### config.mk
export PLATFORM = sky130hd
export DESIGN_NAME = ncs_div
export DESIGN_NICKNAME = d
export VERILOG_FILES = /design/src/rtl/natural_cubic_spline_second_derivs_core_assert.svh /design/src/rtl/ncs_pkg.sv /design/src/rtl/ncs_div.sv
export SDC_FILE = /design/constraint.sdc
export NUM_CORES = 1
export LEC_CHECK = 0
export BUFFER_PORTS_ARGS = -buffer_cell sky130_fd_sc_hd__clkbuf_2
export CAP_MARGIN = 20
export CORE_MARGIN = 10
export CORE_UTILIZATION = 50
export CTS_BUF_LIST = sky130_fd_sc_hd__clkbuf_2
export CTS_CLUSTER_DIAMETER = 80
export DETAILED_ROUTE_END_ITERATION = 12
export GPL_ROUTABILITY_DRIVEN = 0
export PLACE_DENSITY = 0.79
export SYNTH_ARGS = -nofsm -noshare
export SYNTH_HDL_FRONTEND = slang
export SYNTH_SLANG_ARGS = --single-unit
### constraint.sdc
create_clock -name clk -period 3.17 [get_ports clk]
set_clock_uncertainty 0.15 [all_clocks]
set_input_delay 0.1585 -clock clk [delete_from_list [all_inputs] [get_ports clk]]
set_output_delay 0.1585 -clock clk [all_outputs]
set_load 0.01 [all_outputs]
### src/rtl/natural_cubic_spline_second_derivs_core_assert.svh
// assertion macros shared by the spline solver rtl
`ifndef NATURAL_CUBIC_SPLINE_SECOND_DERIVS_CORE_ASSERT_SVH
`define NATURAL_CUBIC_SPLINE_SECOND_DERIVS_CORE_ASSERT_SVH

// same-cycle implication, sampled on clk, off during reset
`define NCS_ASSERT_IMPL(name, ante, cons) \
	name: assert property (@(posedge clk) disable iff (!arst_n) (ante) |-> (cons)) \
		else $error("ncs check failed");

// next-cycle implication
`define NCS_ASSERT_NEXT(name, ante, cons) \
	name: assert property (@(posedge clk) disable iff (!arst_n) (ante) |=> (cons)) \
		else $error("ncs check failed");

`endif

### src/rtl/ncs_pkg.sv
// ----------------------------------------------------------------------------
// ncs_pkg
// shared widths and types of the natural cubic spline solver
// ----------------------------------------------------------------------------
package ncs_pkg;

	localparam int DIV_NUM_W = 54;
	localparam int DIV_DEN_W = 19;
	localparam int DIV_CNT_W = 6;

	typedef struct packed {
		logic busy;
		logic done;
	} div_stat_t;

endpackage

### src/rtl/ncs_div.sv
// ----------------------------------------------------------------------------
// ncs_div
// bit-serial restoring divider, one quotient bit per cycle, unsigned operands
// ----------------------------------------------------------------------------
module ncs_div import ncs_pkg::*; (
	input  logic                 clk,
	input  logic                 arst_n,
	input  logic                 start,
	input  logic [DIV_NUM_W-1:0] num,
	input  logic [DIV_DEN_W-1:0] den,
	output logic [DIV_NUM_W-1:0] quo,
	output div_stat_t            stat
);

	logic [DIV_CNT_W-1:0] cnt_q;
	logic                 done_q;
	logic [DIV_NUM_W-1:0] num_q;
	logic [DIV_DEN_W-1:0] den_q;
	logic [DIV_DEN_W-1:0] rem_q;
	logic [DIV_DEN_W:0]   trial;
	logic                 ge;

	assign trial = {rem_q, num_q[DIV_NUM_W-1]};
	assign ge    = trial >= {1'b0, den_q};

	always_ff @(posedge clk or negedge arst_n) begin
		if (!arst_n) begin
			cnt_q  <= '0;
			done_q <= 1'b0;
		end else if (start) begin
			cnt_q  <= DIV_CNT_W'(DIV_NUM_W);
			done_q <= 1'b0;
		end else if (cnt_q != '0) begin
			cnt_q  <= cnt_q - DIV_CNT_W'(1);
			done_q <= cnt_q == DIV_CNT_W'(1);
		end else begin
			done_q <= 1'b0;
		end
	end

	// quotient bits shift in where numerator bits leave
	always_ff @(posedge clk) begin
		if (start) begin
			num_q <= num;
			den_q <= den;
			rem_q <= '0;
		end else if (cnt_q != '0) begin
			rem_q <= ge ? DIV_DEN_W'(trial - {1'b0, den_q}) : trial[DIV_DEN_W-1:0];
			num_q <= {num_q[DIV_NUM_W-2:0], ge};
		end
	end

	assign quo       = num_q;
	assign stat.busy = cnt_q != '0;
	assign stat.done = done_q;

endmodule

==> results.toml, run 1 <==
[cells_and_area]
nets = 760
multi_input_area_sq_mm = 0.00237
regArea_sq_mm = 0.00275
areaGrowthSynthToFinish_pct = 30.2
drive_gt1_share_pct = 33.9
nFillCells = 769
post-route-util_pct = 67.2

[floorplan]
die_w_microns = 123
dieArea_sq_mm = 0.0152
rows = 37
core_sq_mm = 0.0104
die_h_microns = 123
ios = 132
initial_utilization_pct = 51.6

[timing]
rsz0062_at_grt = "no"
hold_viol_final = 0
slew_violations = 0
setup_viol = 0
fin_crit_sh_pct = 91.3
min_period_ns = 2.89
fmax_ghz = 0.345
slew-limit-headroom_pct = 62.4
tightest_slew_ns = 0.557
setup_tns_ns = 0

[setup_path]
cp-start-kind = "flop"
critPathRequiredTime_ns = 3.55
crit_path_end_kind = "flop"
r2r_start = "quo[53]$_DFFE_PP_"
arrival_ns = 3.28
crit_start = "quo[53]$_DFFE_PP_"
crit_path_max_fanout = 8
criticalPathCategory = "flop to flop"

[global_route]
antenna_found_initial = 1
grt_pass1_vias = 4763
grt_pass1_wl_mm = 25.4
grt_usage_pct = 21.2
grt_max_degree = 94
overflow = 0

[pwr]
pwr-share-seq_pct = 58.8
pwr-share-comb_pct = 20.3
internal-power_w = 0.00189
finalPower_w = 0.00266
p_switching_w = 0.000779
power_density_mw_per_mm2 = 382
sw_frac_of_total_pct = 29.2
p_leak_nw = 3.06
power_frac_clock_pct = 21.0
peakVddDrop_mv = 0.347

[clocking]
clkTransAtPathRegs_ns = 0.27
cts_root_buffer = "clkbuf_2"
clock_latency_ns = 0.62
cts_tree = "yes"
postCtsSetupRepairBufs = 0
htreeDepth = 3
cts_buffer_depth = 2
numCtsBuffers = 9
cts_sinks = 99

[route]
vias = 4667
viasPerCell = 5.78
ant_nets = 0
totalWireLength_mm = 15.9
remaining_drc_errors = 0
first_pass_iters = 6
wl_per_cell_microns = 19.7
dr.first_iter.drc_count = 326

[yosys]
async_reset_ff_share_pct = 7.07
synth.most_common_cell = "edfxtp_1"
yosysTopAreaCellShare_pct = 41.0
syn_area_per_cell_sq_um = 11.5
syn_area_sq_mm = 0.00535
synth_top_flop_cell = "edfxtp_1"
synth.distinct_cells = 67
yosys_warnings = 0
synth_edf_count = 73
synth_top_cell_by_area = "edfxtp_1"
synth.top_cells.by_count = "edfxtp_1, mux2_2, nor2_1"
yosysSeqAreaShare_pct = 51.3
syn_nets = 563
yosys-top-cells-area = "edfxtp_1, mux2_2, dfxtp_1"
ys_ff_latch = 99
syn_inst = 465

[worst_hold_path]
hp-start = "den[15]"
min_path_type = "primary input to flop"

[run]
drv_cap = 0

[run_status]
run_status = "finished clean"

[placement]
io_buffers = 131
hpwlAfterDp_mm = 10.4
## power by group through the flow
stage / Sequential, W / Combinational (W) / Clock [W]
5_1_grt: 0.00158 / 0.000587 / 0.000596
3_3_place_gp: 0.00158 / 0.000437 / 0
2_1_floorplan: 0.00161 / 0.000235 / 0
4_1_cts: 0.00156 / 0.000527 / 0.000560
3_5_place_dp: 0.00158 / 0.000449 / 0
6_report: 0.00157 / 0.000540 / 0.000558
## cells by family (layout without fill, tap and decap cells)
family	Yosys count	in the layout	synth area share [%]
other cells	0	4	0
xor+xnor	13	13	2.13
simple gates	126	126	11.9
compound gates	97	97	13.0
fa+ha+maj	22	22	5.28
mux	56	56	11.9
flops	99	99	51.3
buf+inv	52	254	4.51
## registers in the layout, indices dropped and copies added, names as in the netlist
name	flops
quo	54
den_q	19
rem_q	19
cnt_q	6
done_q	1
## cell usage in the layout, fill, tap and decap left out, types with 5 or more instances in the layout
cell type      count
nor3_1            16
o211ai_1           7
clkbuf_2         141
dlygate4sd3_1     76
nor4_1            11
nand3_1           12
buf_4              5
nor2_1            30
edfxtp_1          73
dfxtp_1           19
ha_1              21
xnor2_1            9
a21oi_1           21
o31ai_1            6
inv_1             24
mux2_2            55
nand2_1           27
dfrtp_1            7
o21ai_0           13
a21o_1             5
nand4_1            5
## cell type report
| class | instances | share of cell area, % |
|---|---|---|
| Antenna cell | 4 | 0.144 |
| Clock buffer | 11 | 0.790 |
| Clock inverter | 5 | 0.449 |
| Inverter | 25 | 1.40 |
| Multi-Input combinational cell | 314 | 34.0 |
| Sequential cell | 99 | 39.4 |
| Tap cell | 136 | 2.44 |
| Timing Repair Buffer | 213 | 21.4 |
## metrics by stage
step / hold WS (ns) / cells / worst slack, ns / area, sq um
5_1_grt: 0.0735 / 806 / 0.0971 / 6960
3_3_place_gp: -0.150 / 711 / 0.498 / 6110
2_1_floorplan: -0.287 / 465 / 0.221 / 5350
6_report: 0.0899 / 807 / 0.275 / 6970
3_5_place_dp: -0.148 / 711 / 0.383 / 6110
4_1_cts: 0.0587 / 803 / 0.256 / 6950
## path summary, 6_finish.rpt
path                       depth (start not counted)  slack, ns                    end
setup / recovery                                  10       0.28  rem_q[7]$_SDFFE_PP0P_
hold / removal                                     2       0.09    den_q[15]$_DFFE_PP_
setup reg to reg                                  10       0.28  rem_q[7]$_SDFFE_PP0P_
hold reg to reg                                    2       0.36  rem_q[1]$_SDFFE_PP0P_
max in group asynchronous                          3       2.32   cnt_q[1]$_DFFE_PN0P_
min in group asynchronous                          3       0.30   cnt_q[5]$_DFFE_PN0P_
## layer usage
| layer | routed length, microns | GRT usage, % |
|---|---|---|
| met1 | 6290 | 25.3 |
| met2 | 7650 | 34.5 |
| met3 | 1570 | 7.57 |
| met4 | 391 | 8.30 |
| met5 | 0 | 0 |
## what timing repair did
action,CTS,global route
hold endpoints to repair,115,0
hold buffers,76,0
endpoints found under the setup margin,0,1
resized for setup,0,1
## critical path, stage by stage, from the launching register on
cell      delay [ns]
edfxtp_1        0.44
inv_1           0.06
ha_1            0.22
fa_1            0.41
nand2b_1        0.19
a21oi_1         0.28
o31a_2          0.26
o21a_1          0.28
buf_4           0.22
nor3_1          0.06
nor4_1          0.23
No activity file was read; power rests on OpenSTA's default activity.
==> run 2: changes to the inputs <==
- ABC_AREA: unset -> 1
- CORE_UTILIZATION: 50 -> 51
- PLACE_DENSITY: 0.79 -> 0.8
==> run 2 against run 1 <==
Against the previous run: clock power is 4.3% higher; synthesized cell count is 48% higher; register-to-register slack better by 0.36 ns; final cell count is 29% higher; combinational power grew to 3.1 times the previous value.
==> results.toml, run 2 <==
[run_status]
run_status = "finished clean"

[clocking]
cts_sinks = 99
htreeDepth = 3
cts_buffer_depth = 2
cts_tree = "yes"
clock_latency_ns = 0.65
clkTransAtPathRegs_ns = 0.29
cts_resized = 0
cts_root_buffer = "clkbuf_2"
numCtsBuffers = 9

[global_route]
antenna_found_initial = 2
grt_usage_pct = 20.2
grt_pass1_wl_mm = 26.2
grt_max_degree = 76
grt_pass1_vias = 5338
overflow = 0

[pwr]
sw_frac_of_total_pct = 40.5
pwr-share-comb_pct = 42.6
internal-power_w = 0.00236
pwr-share-seq_pct = 42.7
power_frac_clock_pct = 14.7
p_switching_w = 0.00161
power_density_mw_per_mm2 = 556
finalPower_w = 0.00397
peakVddDrop_mv = 0.344
p_leak_nw = 3.72

[yosys]
async_reset_ff_share_pct = 7.07
syn_inst = 688
yosysSeqAreaShare_pct = 49.6
yosys_warnings = 0
syn_area_per_cell_sq_um = 8.06
synth_edf_count = 73
yosys-top-cells-area = "edfxtp_1, nand2_1, dfxtp_1"
ys_ff_latch = 99
synth_top_cell_by_area = "edfxtp_1"
syn_area_sq_mm = 0.00554
synth_top_flop_cell = "edfxtp_1"
synth.top_cells.by_count = "nand2_1, inv_1, edfxtp_1"
synth.most_common_cell = "nand2_1"
synth.distinct_cells = 36
syn_nets = 786
yosysTopAreaCellShare_pct = 39.5

[timing]
hold_ws_ns = 0.0376
fin_crit_sh_pct = 80.1
setup_viol = 0
slew_violations = 0
slew-limit-headroom_pct = 44.1
hold_viol_final = 0
tightest_slew_ns = 0.839
setup_tns_ns = 0
fmax_ghz = 0.394
rsz0062_at_grt = "no"
min_period_ns = 2.54

[setup_path]
crit_path_max_fanout = 14
criticalPathCategory = "flop to flop"
cp-start-kind = "flop"
crit_path_end_kind = "flop"
critPathRequiredTime_ns = 3.57
arrival_ns = 2.94

[route]
ant_nets = 0
viasPerCell = 5.02
wl_per_cell_microns = 15.1
dr.first_iter.drc_count = 310
remaining_drc_errors = 0
totalWireLength_mm = 15.7
first_pass_iters = 5
vias = 5209

[cells_and_area]
finalNonFillerCells = 1038
multi_input_area_sq_mm = 0.00232
largest_reg_flops = 54
areaGrowthSynthToFinish_pct = 28.9
regArea_sq_mm = 0.00275
final_common_cell = "nand2_1"
fin_area_sq_mm = 0.00714
final_cell_mix = "nand2_1, clkbuf_2, inv_1, dlygate4sd3_1, edfxtp_1"
drive_gt1_share_pct = 20.0
nets = 988
nFillCells = 876

[placement]
dp_cells = 943
io_buffers = 131
hpwlAfterDp_mm = 10.1
dpl_cell_area_sq_mm = 0.00628

[floorplan]
die_w_microns = 124
die_h_microns = 124
initial_utilization_pct = 51.6
ios = 132
rows = 38
dieArea_sq_mm = 0.0154
core_sq_mm = 0.0107

[worst_hold_path]
min_path_type = "primary input to flop"

[run]
drv_cap = 0
## run 2: changes by cell type in the layout (fill, tap and decap cells not counted), moves of 8 or more
| cell | previous run | this run |
|---|---|---|
| nand3_1 | 12 | 39 |
| inv_1 | 24 | 86 |
| nor4_1 | 11 | 0 |
| nor2_1 | 30 | 19 |
| nand2_2 | 1 | 10 |
| mux2_2 | 55 | 0 |
| nand2_1 | 27 | 308 |
| a21oi_1 | 21 | 12 |
| nor3_1 | 16 | 8 |
| nand3b_1 | 1 | 12 |
## run 2: final timing paths
| kind | startpoint | to | slack (ns) | cells past startpoint |
|---|---|---|---|---|
| max in group asynchronous | arst_n | cnt_q[3]$_DFFE_PN0P_ | 2.33 | 3 |
| min in group asynchronous | arst_n | cnt_q[0]$_DFFE_PN0P_ | 0.30 | 3 |
| min reg2reg | rem_q[15]$_SDFFE_PP0P_ | rem_q[15]$_SDFFE_PP0P_ | 0.34 | 2 |
| max reg2reg | quo[53]$_DFFE_PP_ | rem_q[8]$_SDFFE_PP0P_ | 0.63 | 13 |
| min | den[15] | den_q[15]$_DFFE_PP_ | 0.04 | 2 |
| max | quo[53]$_DFFE_PP_ | rem_q[8]$_SDFFE_PP0P_ | 0.63 | 13 |
## run 2: through the flow
| step | setup slack [ns] | util, % |
|---|---|---|
| after floorplan | 0.978 | - |
| after global placement | 0.739 | 58.5 |
| after detailed placement | 0.693 | 58.5 |
| after CTS | 0.641 | 66.4 |
| after global routing | 0.366 | 66.5 |
| final | 0.631 | 66.5 |
## run 2: area by class of cell
| class | count | area share [%] |
|---|---|---|
| tap | 140 | 2.45 |
| timing repair buffer | 212 | 20.4 |
| clock buffer | 11 | 0.771 |
| clock inverter | 5 | 0.543 |
| multi-input combinational | 477 | 32.5 |
| inverter | 91 | 4.78 |
| antenna | 3 | 0.105 |
| sequential | 99 | 38.5 |
## run 2: what timing repair did
item	in CTS	in global routing
hold endpoints to repair	92	0
setup buffers	0	0
hold buffers	76	0
setup endpoints to repair	0	0
## run 2: cell families (layout without fill, tap and decap cells)
| family | count (synthesis) | after routing | share of synthesized area, % |
|---|---|---|---|
| AND/OR/NAND/NOR | 413 | 413 | 32.1 |
| buffers and inverters | 112 | 319 | 8.49 |
| adder cells (fa/ha/maj) | 22 | 22 | 5.10 |
| AO/OA/AOI/OAI | 31 | 31 | 3.05 |
| XOR/XNOR | 11 | 11 | 1.74 |
| flip-flops | 99 | 99 | 49.6 |
| other | 0 | 3 | 0 |
## run 2: per-layer routing
metal	vias up	routed length (microns)	global-route usage (%)
li1	2572	-	-
met1	2351	6230	23.3
met2	249	7360	32.7
met3	37	1710	8.98
met4	0	393	7.13
met5	-	0	0
## run 2: critical path, stage by stage, from the launching register on
cell	delay [ns]
edfxtp_1	0.41
inv_1	0.06
ha_1	0.23
fa_1	0.44
inv_1	0.10
nand2_1	0.07
nand2_2	0.10
nand3_2	0.09
nand3_2	0.09
nand2_2	0.18
buf_4	0.26
nand3_1	0.10
nand3_1	0.07
o21ai_0	0.10
## run 2: power groups by stage
stage / logic (W) / registers, W / clock network, W
finish: 0.00169 / 0.00170 / 0.000582
global route: 0.00195 / 0.00172 / 0.000636
CTS: 0.00168 / 0.00169 / 0.000583
detailed placement: 0.00160 / 0.00171 / 0
global placement: 0.00157 / 0.00172 / 0
floorplan: 0.00125 / 0.00173 / 0
